[src/hw/rtl/gtg_pkg.sv]
// shared types, widths and constants of the go-to-goal controller
package gtg_pkg;

    // offset, square and root widths
    localparam int DW    = 17;
    localparam int SQW   = 35;
    localparam int SQ_STEPS = 17;

    // rotation datapath widths
    localparam int XW    = 41;
    localparam int ZW    = 34;
    localparam int ERRW  = 18;

    localparam logic signed [ZW-1:0] HALF_PI_S30 = 34'sd1686629713;

    // register indexes
    typedef enum logic [7:0] {
        REG_TARGET_X  = 8'd0,
        REG_TARGET_Y  = 8'd1,
        REG_GAIN      = 8'd2,
        REG_MAX_SPEED = 8'd3,
        REG_ARRIVE    = 8'd4,
        REG_TURN      = 8'd5
    } reg_idx_t;

    // payload of one root / rotation step
    typedef struct packed {
        logic [SQW-1:0]        rem;
        logic [SQW-1:0]        root;
        logic signed [XW-1:0]  x;
        logic signed [XW-1:0]  y;
        logic signed [ZW-1:0]  z;
        logic signed [15:0]    heading;
    } pipe_t;

    // arctangent table at scale 2^30, truncated
    function automatic logic signed [ZW-1:0] atan_entry(input int idx);
        logic signed [ZW-1:0] r;
        case (idx)
            0:  r = 34'sh3243F6A8;
            1:  r = 34'sh1DAC6705;
            2:  r = 34'sh0FADBAFC;
            3:  r = 34'sh07F56EA6;
            4:  r = 34'sh03FEAB76;
            5:  r = 34'sh01FFD55B;
            6:  r = 34'sh00FFFAAA;
            7:  r = 34'sh007FFF55;
            8:  r = 34'sh003FFFEA;
            9:  r = 34'sh001FFFFD;
            10: r = 34'sh000FFFFF;
            11: r = 34'sh0007FFFF;
            12: r = 34'sh0003FFFF;
            13: r = 34'sh0001FFFF;
            14: r = 34'sh0000FFFF;
            15: r = 34'sh00007FFF;
            16: r = 34'sh00003FFF;
            17: r = 34'sh00001FFF;
            18: r = 34'sh00000FFF;
            19: r = 34'sh000007FF;
            20: r = 34'sh000003FF;
            21: r = 34'sh000001FF;
            22: r = 34'sh000000FF;
            23: r = 34'sh0000007F;
            default: r = '0;
        endcase
        return r;
    endfunction

endpackage

[src/hw/rtl/gtg_step.sv]
// one pipeline stage: an optional square root digit and an optional vectoring rotation step
module gtg_step
    import gtg_pkg::*;
#(
    parameter int SQ_ON   = 1,
    parameter int SQ_EXP  = 0,
    parameter int ROT_ON  = 1,
    parameter int ROT_IDX = 0
)(
    input  logic  clk,
    input  logic  rst_n,
    input  logic  en,
    input  logic  in_valid,
    input  pipe_t in_data,
    output logic  out_valid,
    output pipe_t out_data
);

    pipe_t data_next;
    pipe_t data_reg;
    logic  valid_reg;

    // root digit and rotation
    always_comb
    begin
        logic [SQW-1:0]       bit_val;
        logic [SQW-1:0]       trial;
        logic signed [XW-1:0] xs;
        logic signed [XW-1:0] ys;
        data_next = in_data;
        bit_val   = SQW'(1) << SQ_EXP;
        trial     = in_data.root + bit_val;
        xs        = in_data.x >>> ROT_IDX;
        ys        = in_data.y >>> ROT_IDX;
        if (SQ_ON != 0)
        begin
            if (in_data.rem >= trial)
            begin
                data_next.rem  = in_data.rem - trial;
                data_next.root = (in_data.root >> 1) + bit_val;
            end
            else
            begin
                data_next.root = in_data.root >> 1;
            end
        end
        if (ROT_ON != 0)
        begin
            if (!in_data.y[XW-1])
            begin
                data_next.x = in_data.x + ys;
                data_next.y = in_data.y - xs;
                data_next.z = in_data.z + atan_entry(ROT_IDX);
            end
            else
            begin
                data_next.x = in_data.x - ys;
                data_next.y = in_data.y + xs;
                data_next.z = in_data.z - atan_entry(ROT_IDX);
            end
        end
    end

    // valid bit
    always_ff @(posedge clk or negedge rst_n)
    begin
        if (!rst_n)
            valid_reg <= 1'b0;
        else if (en)
            valid_reg <= in_valid;
    end

    // payload
    always_ff @(posedge clk)
    begin
        if (en)
            data_reg <= data_next;
    end

    assign out_valid = valid_reg;
    assign out_data  = data_reg;

endmodule

[config.mk]
export PLATFORM = sky130hd
export DESIGN_NAME = gtg_step
export DESIGN_NICKNAME = d
export VERILOG_FILES = /design/src/hw/rtl/gtg_pkg.sv /design/src/hw/rtl/gtg_step.sv
export SDC_FILE = /design/constraint.sdc
export NUM_CORES = 1
export LEC_CHECK = 0
export BUFFER_PORTS_ARGS = -buffer_cell sky130_fd_sc_hd__buf_4
export CORE_ASPECT_RATIO = 1.75
export CORE_UTILIZATION = 56
export CTS_CLUSTER_SIZE = 8
export DETAILED_ROUTE_END_ITERATION = 6
export MAX_ROUTING_LAYER = met4
export PLACE_DENSITY_LB_ADDON = 0.05
export SYNTH_ARGS = -nofsm -noshare
export SYNTH_HDL_FRONTEND = slang
export SYNTH_SLANG_ARGS = --single-unit
[constraint.sdc]
create_clock -name clk -period 0.9 [get_ports clk]
set_input_delay 0.045 -clock clk [delete_from_list [all_inputs] [get_ports clk]]
set_output_delay 0.045 -clock clk [all_outputs]
set_load 0.01 [all_outputs]
==> results of run 1 <==
==> cell usage after synthesis, drive strengths merged, types with 8 or more instances <==
| cell type | number | area share |
|---|---|---|
| a211o | 8 | 0.0038 |
| nand3 | 41 | 0.011 |
| clkbuf | 51 | 0.010 |
| a31oi | 18 | 0.0061 |
| a21oi | 228 | 0.062 |
| o21ai | 167 | 0.045 |
| a311oi | 8 | 0.0041 |
| xnor2 | 126 | 0.060 |
| edfxtp | 201 | 0.33 |
| a211oi | 15 | 0.0061 |
| nor2b | 16 | 0.0054 |
| o31ai | 18 | 0.0076 |
| o21bai | 40 | 0.016 |
| nand2 | 185 | 0.038 |
| o21a | 21 | 0.0086 |
| nand2b | 18 | 0.0061 |
| nand4 | 42 | 0.014 |
| mux2i | 20 | 0.011 |
| or3 | 11 | 0.0037 |
| nor4 | 10 | 0.0034 |
| a21o | 58 | 0.024 |
| o211ai | 20 | 0.0084 |
| and2 | 17 | 0.0058 |
| nor2 | 172 | 0.035 |
| buf | 29 | 0.0075 |
| nor3b | 8 | 0.0038 |
| nor3 | 43 | 0.012 |
| ha | 186 | 0.13 |
| and3 | 26 | 0.0088 |
| a21boi | 9 | 0.0037 |
| xor2 | 66 | 0.031 |
| inv | 148 | 0.030 |
==> stage by stage <==
step	setup slack (ns)	utilization	cell area [sq um]	cells
floorplan	-2.87	-	19500	2127
global placement	-2.95	0.889	28800	3669
detailed placement	-3.13	0.889	28800	3669
==> cells by family after synthesis <==
group	share of synthesized area
AOI/OAI and AO/OA	0.229
xor gates and xnor gates	0.0913
adders and majority gates	0.132
buffers and inverters	0.0488
DFF	0.329
muxes	0.0133
and+or+nand+nor	0.157
==> impl_results.md, run 1 <==
* Error: [ERROR DPL-0038] Utilization greater than 100%, impossible to legalize
* Clock Sinks at 202
* Yosys Warn Count at 0
* Failing step: clock tree synthesis
* Post-Syn Nets at roughly 2500
* Setup bufs post-CTS at 93
* Outcome: aborted with a tool error
* Avg Synthesized Cell Area at 8.66 sq um
* Die height at 242 um
* Async SR Flop Fraction at 0.00495
* Die width at around 140 um
* GPL Wtd Cong at ~1.1
* Htree depth at 1
* TritonCTS buffer count at 29
* Post-detail-place hpwl at 69800 um
* Io pins at 409
* Yosys cell types at 77
* Resized Gates After CTS at 370
* Clock buffer depth at 3
* Rows at 87
* Hold Buf Count CTS at 96
* Initial Utilization at 0.570
* Mapped Cells at 2127
* Post-synthesis sequential area ratio at 0.329
* Synth Register Bits at 202
* Mapped Area at 0.0184 sq mm
* Number of flops mapped to enable cells by yosys at approximately 200
* Clock root buffer: clkbuf_16
* Port Buf Inserts at 408
* Synth Flop Type: edfxtp_1
==> run 2: changes to the inputs <==
==> config.mk (replaced) <==
export PLATFORM = sky130hd
export DESIGN_NAME = gtg_step
export DESIGN_NICKNAME = d
export VERILOG_FILES = /design/src/hw/rtl/gtg_pkg.sv /design/src/hw/rtl/gtg_step.sv
export SDC_FILE = /design/constraint.sdc
export NUM_CORES = 1
export LEC_CHECK = 0
export BUFFER_PORTS_ARGS = -buffer_cell sky130_fd_sc_hd__buf_4
export CORE_UTILIZATION = 40
export DETAILED_ROUTE_END_ITERATION = 6
export PLACE_DENSITY_LB_ADDON = 0.15
export SYNTH_ARGS = -nofsm -noshare
export SYNTH_HDL_FRONTEND = slang
export SYNTH_SLANG_ARGS = --single-unit
==> impl_results.md, run 2 <==
* Initial antenna violation count at 3
* DR WL/cell at approximately 22 um
* Clock root buffer: clkbuf_16
* CTS tree: done
* Fin crit share at 3.76
* Yosys Warn Count at 0
* Worst reg-to-reg path cell count at 1
* First drt pass iteration count at 5
* Tmin final at 3.38 ns
* WP data required at 1.20 ns
* Commonest non-fill, non-tap cell in the layout: buf_4
* Fin Setup TNS at -338.81 ns
* Tot Pwr at 46.6 mW
* Largest net degree at the start of global routing at 68
* Via Count at 22637
* Crit-path max FO at 8
* Die area at 0.0469 sq mm
* Clock power share at 0.232
* Yosys top cell by area: edfxtp_1
* Worst Tran Pin Value at 0.704 ns
* Critical Path Stages at 24
* Setup CP Type: primary input to flip-flop
* Worst Path Arrival at 3.68 ns
* Clock slew at reported path FFs at 0.06 ns
* Initial DRC count at 1870
* Mapped Area at 0.0184 sq mm
* Synth Flop Type: edfxtp_1
* Final Hold Vio Count at 0
* Final Max Slew Viols at 0
* Combinational power share at 0.489
* Yosys cell types at 77
* Share of layout cells above drive strength 1 at 0.515
* Max reg flops at 201
* Async SR Flop Fraction at 0.00495
* CP top delay family: simple AND/OR/NAND/NOR gates
* Internal power at 30.4 mW
* Via count of the first global-routing pass at about 23000
* Post-synth top cells: a21oi_1 (226), edfxtp_1 (201), ha_1 (186)
* Count leader, synth: a21oi_1
* Synth Register Bits at between 200 and 250
* Clock Sinks at 202
* Io pins at 409
* Post-detail-place hpwl at approximately 66000 um
* Final WL at 90500 um
* Post-synth top area share at 0.328
* Fin Hold WS at 0.0234 ns
* Gr ovfl total at 0
* Synth top area cells: edfxtp_1 (33%), ha_1 (13%), a21oi_1 (6.1%)
* Final ANT Viol Nets at 0
* Slew margin rel. at 0.530
* CP startpoint kind: primary input
* Core area at 0.0454 sq mm
* Avg Synthesized Cell Area at 8.66 sq um
* Critical-path top delay cell: nor4_4
* Max cap viols at 0
* Crit path largest cell delay at 0.25 ns
* Crit path buffers/inverters at 5
* Worst min path class: primary input to flip-flop
* Die height at 217 um
* Switching pwr at between 15 and 20 mW
* Count of final setup violators at 440
* RSZ-0062 raised after global routing: true
* Cell chain of the critical path: buf_8 > ha_4 > and2_4 > nand4_1 > nor4_4 > and3_4 > and3_4 > nand4_1 > nor2_2 > buf_6 > xnor2_4 > ha_4 > a21o_1 > a21o_1 > a21oi_2 > o21ai_2 > a21oi_2 > nand2_2 > o21ai_4 > buf_6 > buf_12 > buf_12 > nor3_4 > xor2_1
* Number of flops mapped to enable cells by yosys at 201
* Pwr/cell area at 1340 mW/mm^2
* Die width at between 200 and 250 um
* Post-Syn Nets at 2524
* Clk_lat worst skew at 0.58 ns
* Vias per inst at 5.52
* Initial Utilization at 0.406
* Layout Skew at 0 ns
* Area Growth Syn to Fin at 89.3%
* Violated checks: negative setup slack
* Element type at the critical path end: flip-flop
* Leak at 15.8 nW
* Port Buf Inserts at between 400 and 500
* DRC viols at 0
* Outcome: finished with violations
* VDD IR max at approximately 1.6 mV
* Global-route wire length before repair at 128000 um
* GPL Wtd Cong at 0.963
* Sequential share of power at 0.278
* Maximum clock rate at a little under 300 MHz
* TritonCTS buffer count at 26
* Post-layout nets at 3877
* Post-synthesis sequential area ratio at 0.329
* WHS Path Cells at 4
* Switching Share at 0.348
* Mapped Cells at 2127
* Post-layout util at 0.768
* Htree depth at 1
* GRT Total Usage at 0.350
* Most frequent cells in the layout: buf_4 (1000), buf_6 (266), edfxtp_1 (201), a21oi_1 (156), ha_1 (144)
* Slack of the critical path at -2.48 ns
* Place WS at -3.15 ns
* Clock buffer depth at 3
* Rows at 78
-- run 2: cell counts after synthesis --
No cell type changed its count.
-- run 2: stage by stage --
| stage | area (sq um) | cells |
|---|---|---|
| 3_3_place_gp | 28900 | 3853 |
| 2_1_floorplan | 19500 | 2127 |
| 5_1_grt | 34900 | 4101 |
| 3_5_place_dp | 28900 | 3853 |
| 4_1_cts | 32900 | 4064 |
| 6_report | 34900 | 4101 |
-- run 2: path summary, 6_finish.rpt --
| path | startpoint | to | slack, ns |
|---|---|---|---|
| worst max-delay path | in_data[134] | out_data[163] | -2.48 |
| worst min-delay path | in_data[21] | out_data[21] | 0.02 |
| worst max register to register | out_valid | out_valid | 0.12 |
| worst min register to register | out_valid | out_valid | 0.57 |
| max in group asynchronous | rst_n | out_valid | 0.41 |
| min in group asynchronous | rst_n | out_valid | 0.38 |
-- run 2: area by class of cell --
cell class / instances / area [sq um]
antenna: 1 / 2.50
clock buffer: 29 / 662
clock inverter: 19 / 210
fill: 3022 / 10500
inverter: 152 / 637
multi-input combinational: 1693 / 14300
sequential: 202 / 6060
tap: 600 / 751
timing repair buffer: 1405 / 12200
-- run 2: cells by family after synthesis --
group | count (synthesis) | synth area share
xor gates and xnor gates | 192 | 0.0913
muxes | 24 | 0.0133
buffers and inverters | 232 | 0.0488
and+or+nand+nor | 612 | 0.157
AOI/OAI and AO/OA | 674 | 0.229
DFF | 202 | 0.329
adders and majority gates | 191 | 0.132
-- run 2: routing by layer --
| metal | vias to the layer above | track usage | wire length, um |
|---|---|---|---|
| met2 | 1035 | 0.633 | 45000 |
| li1 | 10450 | - | - |
| met1 | 10842 | 0.403 | 33800 |
| met4 | 4 | 0.176 | 5740 |
| met3 | 306 | 0.0434 | 5860 |
| met5 | - | 0 | 25 |
-- run 2: power by group through the flow --
| stage | Clock, mW | Combinational, mW | Sequential (mW) |
|---|---|---|---|
| floorplan | 0 | 7.57 | 13.4 |
| global placement | 0 | 17.9 | 12.8 |
| detailed placement | 0 | 18.0 | 12.9 |
| CTS | 10.9 | 20.4 | 12.7 |
| global route | 11.3 | 24.0 | 13.0 |
| finish | 10.8 | 22.8 | 13.0 |
-- run 2: timing repair --
item | in CTS | in global routing
setup buffers | 72 | 61
hold buffers | 96 | 2
gates resized for setup | 337 | 402
cloned | 3 | 2
endpoints found under the hold margin | 138 | 26
pin swaps | 190 | 180
setup endpoints to repair | 380 | 408
-- run 2: worst min-delay path, stage by stage --
cell and delay, ns:
buf_4 0.09, ha_4 0.13, buf_4 0.10, xnor2_1 0.12
(Power assumes the default switching activity.)
==> run 3: changes to the inputs <==
--- a/config.mk
+++ b/config.mk
@@ -8,7 +8,7 @@
 export BUFFER_PORTS_ARGS = -buffer_cell sky130_fd_sc_hd__buf_4
 export CORE_UTILIZATION = 40
 export DETAILED_ROUTE_END_ITERATION = 6
-export PLACE_DENSITY_LB_ADDON = 0.15
+export PLACE_DENSITY = 0.59
 export SYNTH_ARGS = -nofsm -noshare
 export SYNTH_HDL_FRONTEND = slang
 export SYNTH_SLANG_ARGS = --single-unit
==> impl_results.md, run 3 (same netlist as run 2, synthesis figures left out) <==
* VDD IR max at 1.54 mV
* Initial Utilization at 0.406
* Commonest non-fill, non-tap cell in the layout: buf_4
* Maximum clock rate at between 200 and 300 MHz
* Fin Setup TNS at -335.97 ns
* DR WL/cell at roughly 22 um
* Die area at 0.0469 sq mm
* Initial DRC count at 1612
* Layout Skew at 0 ns
* Reg2Reg Launch Point: out_valid
* Area Growth Syn to Fin at 87.0%
* Most frequent cells in the layout: buf_4 (1136), edfxtp_1 (201), nand2_1 (148), a21oi_1 (148), ha_1 (146)
* RSZ-0062 raised after global routing: true
* Crit-path max FO at 6
* Critical-path top delay cell: ha_1
* DRC viols at 0
* Crit path largest cell delay at between 0.3 and 0.4 ns
* Fin Hold WS at between 0.01 and 0.015 ns
* Worst R2R End: out_valid
* Port Buf Inserts at 408
* Final Max Slew Viols at 0
* Multi-input logic area at 0.0144 sq mm
* Die width at 217 um
* Final Hold Vio Count at 0
* Outcome: finished with violations
* Worst min path class: primary input to flip-flop
* Vias per inst at 5.47
* Pwr/cell area at 1290 mW/mm^2
* R2R Setup Slk at between 0.1 and 0.15 ns
* Leak at 15.6 nW
* Worst reg-to-reg path cell count at 1
* Via Count at around 22000
* Count of final setup violators at 417
* CTS tree: done
* Io pins at 409
* Clock slew at reported path FFs at 0.06 ns
* Rows at 78
* Hold path start: in_data[19]
* TritonCTS buffer count at 24
* Tmin final at approximately 3.4 ns
* Cell chain of the critical path: buf_8 > ha_4 > and2_4 > nand4_1 > nor4_2 > and3_1 > and3_4 > nand4_1 > nor2_2 > nand3_2 > xor2_1 > ha_1 > a21o_1 > a21oi_2 > o21ai_2 > a21oi_2 > a21oi_2 > buf_4 > o21ai_4 > buf_12 > buf_16 > nor3_4 > xor2_1
* Post-layout nets at 3879
* First drt pass iteration count at 5
* Critical Path Stages at 23
* Clock root buffer: clkbuf_16
* CP top delay family: simple AND/OR/NAND/NOR gates
* Crit path to: out_data[151]
* Setup CP Type: primary input to flip-flop
* Worst Path Arrival at 3.70 ns
* Max reg flops at 201
* Storage cell area at 0.00606 sq mm
* Via count of the first global-routing pass at 22618
* Element type at the critical path end: flip-flop
* Clk_lat worst skew at 0.56 ns
* Slew margin rel. at 0.322
* Core area at 0.0454 sq mm
* Largest net degree at the start of global routing at between 60 and 70
* Worst Tran Pin Value at 1.02 ns
* Die height at about 220 um
* Fin crit share at 3.78
* Clock Sinks at about 200
* Launch point of the worst path: in_data[134]
* Post-detail-place hpwl at around 66000 um
* Share of layout cells above drive strength 1 at 0.517
* Htree depth at 1
* Final WL at about 88000 um
* CP startpoint kind: primary input
* WHS Path Cells at 4
* GPL Wtd Cong at 0.968
* Place WS at -3.06 ns
* Final ANT Viol Nets at 0
* Fillers at 3124
* Max cap viols at 0
* Slack of the critical path at -2.50 ns
* Global-route wire length before repair at 128000 um
* GRT Total Usage at 0.351
* Tot Pwr at 44.5 mW
* WP data required at around 1.2 ns
* Clock buffer depth at 3
* Crit path buffers/inverters at 4
* Gr ovfl total at 0
* Violated checks: negative setup slack
* Initial antenna violation count at 7
* Most used cell, CP: a21oi_2
run 3: changes by cell type in the layout (fill, tap and decap cells not counted), sizes merged:
cell         delta
bufinv          -3
clkinvlp        +3
clkinv          -4
buf             +6
bufbuf          +1
diode           +4
clkbuf          -1
dlygate4sd3     -3
run 3: where the power goes:
part | internal, mW | switching, mW
Clock | 5.19 | 4.23
Sequential | 12.1 | 0.607
Combinational | 11.4 | 11.0
run 3: area by class of cell:
class,instances,area share
antenna,5,0.000363
clock buffer,28,0.0179
clock inverter,15,0.00345
inverter,152,0.0187
multi-input combinational,1693,0.418
sequential,202,0.176
tap,600,0.0218
timing repair buffer,1409,0.344
run 3: how the worst min path moves through the flow:
| stage | end | slack, ns |
|---|---|---|
| after detailed placement | out_valid | -0.18 |
| after global routing | out_data[20] | 0.02 |
| after global placement | out_valid | -0.18 |
| after floorplan | out_valid | -0.25 |
| final | out_data[20] | 0.01 |
| after CTS | out_data[22] | -0.01 |
run 3: repair_timing:
item                                    in CTS  in global routing
buffers inserted                            76                 69
hold buffers                                94                  0
endpoints found under the hold margin      104                  0
gates cloned                                 5                  3
pin swaps                                  169                173
resized for setup                          339                293
endpoints found under the setup margin     380                414
run 3: metrics by stage:
step	util	instance area, sq um	cells
after floorplan	-	19500	2127
after global placement	0.637	28900	3848
after detailed placement	0.637	28900	3848
after CTS	0.722	32700	4052
after global routing	0.759	34400	4104
final	0.759	34400	4104
run 3: per-layer routing:
metal,GRT usage,part of all wire,routed length [um]
met5,0,0.00018,16
met4,0.145,0.051,4520
met1,0.402,0.37,33100
met3,0.0420,0.061,5360
met2,0.653,0.51,45400
==> run 4: changes to the inputs <==
--- a/config.mk
+++ b/config.mk
@@ -6,9 +6,9 @@
 export NUM_CORES = 1
 export LEC_CHECK = 0
 export BUFFER_PORTS_ARGS = -buffer_cell sky130_fd_sc_hd__buf_4
-export CORE_UTILIZATION = 40
+export CORE_UTILIZATION = 35
 export DETAILED_ROUTE_END_ITERATION = 6
-export PLACE_DENSITY = 0.59
+export PLACE_DENSITY = 0.53
 export SYNTH_ARGS = -nofsm -noshare
 export SYNTH_HDL_FRONTEND = slang
 export SYNTH_SLANG_ARGS = --single-unit
==> impl_results.md, run 4 (same netlist as run 2, synthesis figures left out) <==
* Hold path start: in_data[30]
* Post-layout util at 0.662
* Fin Setup TNS at -321.84 ns
* Count of final setup violators at slightly above 400
* RSZ-0062 raised after global routing: true
* Io pins at about 400
* Setup CP Type: primary input to flip-flop
* Worst Tran Pin Value at approximately 0.85 ns
* Clock buffer depth at 3
* Post-detail-place hpwl at 67800 um
* Worst hold endpoint: out_data[30]
* Rows at 83
* Share of layout cells above drive strength 1 at 0.512
* Maximum clock rate at 295 MHz
* Worst Path Arrival at 3.70 ns
* Global-route wire length before repair at 125000 um
* First drt pass iteration count at 5
* Tmin final at ~3.4 ns
* Clock Sinks at 202
* Clk_lat worst skew at between 0.5 and 0.6 ns
* Most frequent cells in the layout: buf_4 (1233), edfxtp_1 (201), nand2_1 (155), a21oi_1 (150), nor2_1 (146)
* CTS tree: done
* Pwr/cell area at 1310 mW/mm^2
* Layout Skew at 0 ns
* DP Area at just under 0.03 sq mm
* Vias per inst at 5.15
* Commonest non-fill, non-tap cell in the layout: buf_4
* Fin Hold WS at -0.0325 ns
* WHS Path Cells at 3
* Tot Pwr at ~45 mW
* Max cap viols at 0
* R2R Setup Slk at 0.14 ns
* Initial antenna violation count at 4
* Clock slew at reported path FFs at 0.06 ns
* Combinational power share at 0.483
* Worst R2R End: out_valid
* DRC viols at 0
* Die area at 0.0535 sq mm
* Die width at 231 um
* Final WL at 85000 um
* GPL Wtd Cong at 0.940
* Leak at 15.6 nW
* Max reg flops at 201
* Slew margin rel. at 0.431
* Switching Share at 0.346
* Fin crit share at 3.76
* Worst min path class: primary input to flip-flop
* Post-layout nets at 3907
* Largest net degree at the start of global routing at 105
* WP data required at 1.21 ns
* GRT Total Usage at 0.303
* Initial DRC count at approximately 1200
* Slack of the critical path at -2.49 ns
* Outcome: finished with violations
* Clock root buffer: clkbuf_16
* Fin area at 0.0342 sq mm
* Core area at just over 0.05 sq mm
* Worst reg-to-reg path cell count at 1
* Final Max Slew Viols at 0
* Crit-path max FO at 5
* Clock power share at 0.234
* DR WL/cell at 20.2 um
* Gr ovfl total at 0
* Port Buf Inserts at 408
* Via count of the first global-routing pass at around 22000
* Htree depth at 1
* Sequential share of power at 0.283
* Initial Utilization at 0.357
* Area Growth Syn to Fin at 85.5%
* TritonCTS buffer count at 26
* Place WS at -3.18 ns
* Final Hold Vio Count at 2
* Reg2Reg Launch Point: out_valid
* Element type at the critical path end: flip-flop
* Violated checks: negative hold slack, negative setup slack
* Die height at 231 um
* CP startpoint kind: primary input
* Final ANT Viol Nets at 0
* Internal power at ~29 mW
* Switching pwr at 15.5 mW
* VDD IR max at approximately 1.7 mV
* Via Count at 21701
## run 4: cell types whose count changed in the layout (fill, tap and decap cells not counted), sizes merged
cell | previous run | this run
buf | 1311 | 1336
bufbuf | 1 | 0
bufinv | 1 | 2
clkinv | 14 | 17
diode | 5 | 3
dlygate4sd3 | 94 | 95
inv | 147 | 149
## run 4: worst max path at each step
| stage | startpoint | endpoint | slack, ns | depth (start not counted) |
|---|---|---|---|---|
| CTS | in_data[133] | out_data[157] | -2.52 | 22 |
| detailed placement | in_data[133] | out_data[201] | -3.18 | 21 |
| finish | in_data[134] | out_data[160] | -2.49 | 22 |
| floorplan | in_data[133] | out_data[161] | -2.87 | 21 |
| global route | in_data[134] | out_data[160] | -2.69 | 22 |
| global placement | in_data[133] | out_data[201] | -3.14 | 21 |
## run 4: metal layers
layer,part of all wire,track usage
met1,0.41,0.365
met3,0.053,0.0399
met5,0.00015,0
met2,0.50,0.538
met4,0.044,0.130
## run 4: final cells by class
cell class	count	area [sq um]
diodes	3	7.51
clock buffers	27	676
clock inverters	21	180
fillers	4218	17500
inverters	152	634
multi-input cells	1693	14000
flip-flops and latches	202	6060
well taps	680	851
repair buffers	1435	11700
## run 4: what timing repair did
| item | in CTS | in global routing |
|---|---|---|
| hold buffers | 94 | 1 |
| pin swaps | 147 | 160 |
| endpoints found under the hold margin | 130 | 3 |
| cloned | 2 | 3 |
| buffers inserted | 67 | 44 |
| resized for setup | 301 | 186 |
| endpoints found under the setup margin | 378 | 407 |
## run 4: critical path: stages
cell and delay, ns:
buf_8 0.08, ha_4 0.12, and2_4 0.13, nand4_1 0.18
nor4_4 0.29, and3_4 0.26, and3_4 0.17, nand4_1 0.13
buf_4 0.19, xor2_4 0.15, ha_4 0.30, and3_4 0.20
and3_4 0.18, and2_4 0.14, o2111ai_2 0.11, a21oi_2 0.17
buf_4 0.13, o21a_4 0.18, buf_4 0.13, buf_6 0.12
nand4b_1 0.14, xnor2_1 0.16
## run 4: through the flow
stage | instances | hold WS (ns)
finish | 4213 | -0.0325
global route | 4212 | -0.0473
CTS | 4177 | -0.114
detailed placement | 3975 | -0.177
global placement | 3975 | -0.179
floorplan | 2127 | -0.251
## run 4: power by group through the flow
stage               Sequential [mW]  Combinational (mW)  Clock, mW
floorplan                      13.4                7.57          0
global placement               12.8                18.2          0
detailed placement             12.8                18.3          0
CTS                            12.6                20.3       10.7
global route                   12.7                23.0       11.0
finish                         12.6                21.6       10.4
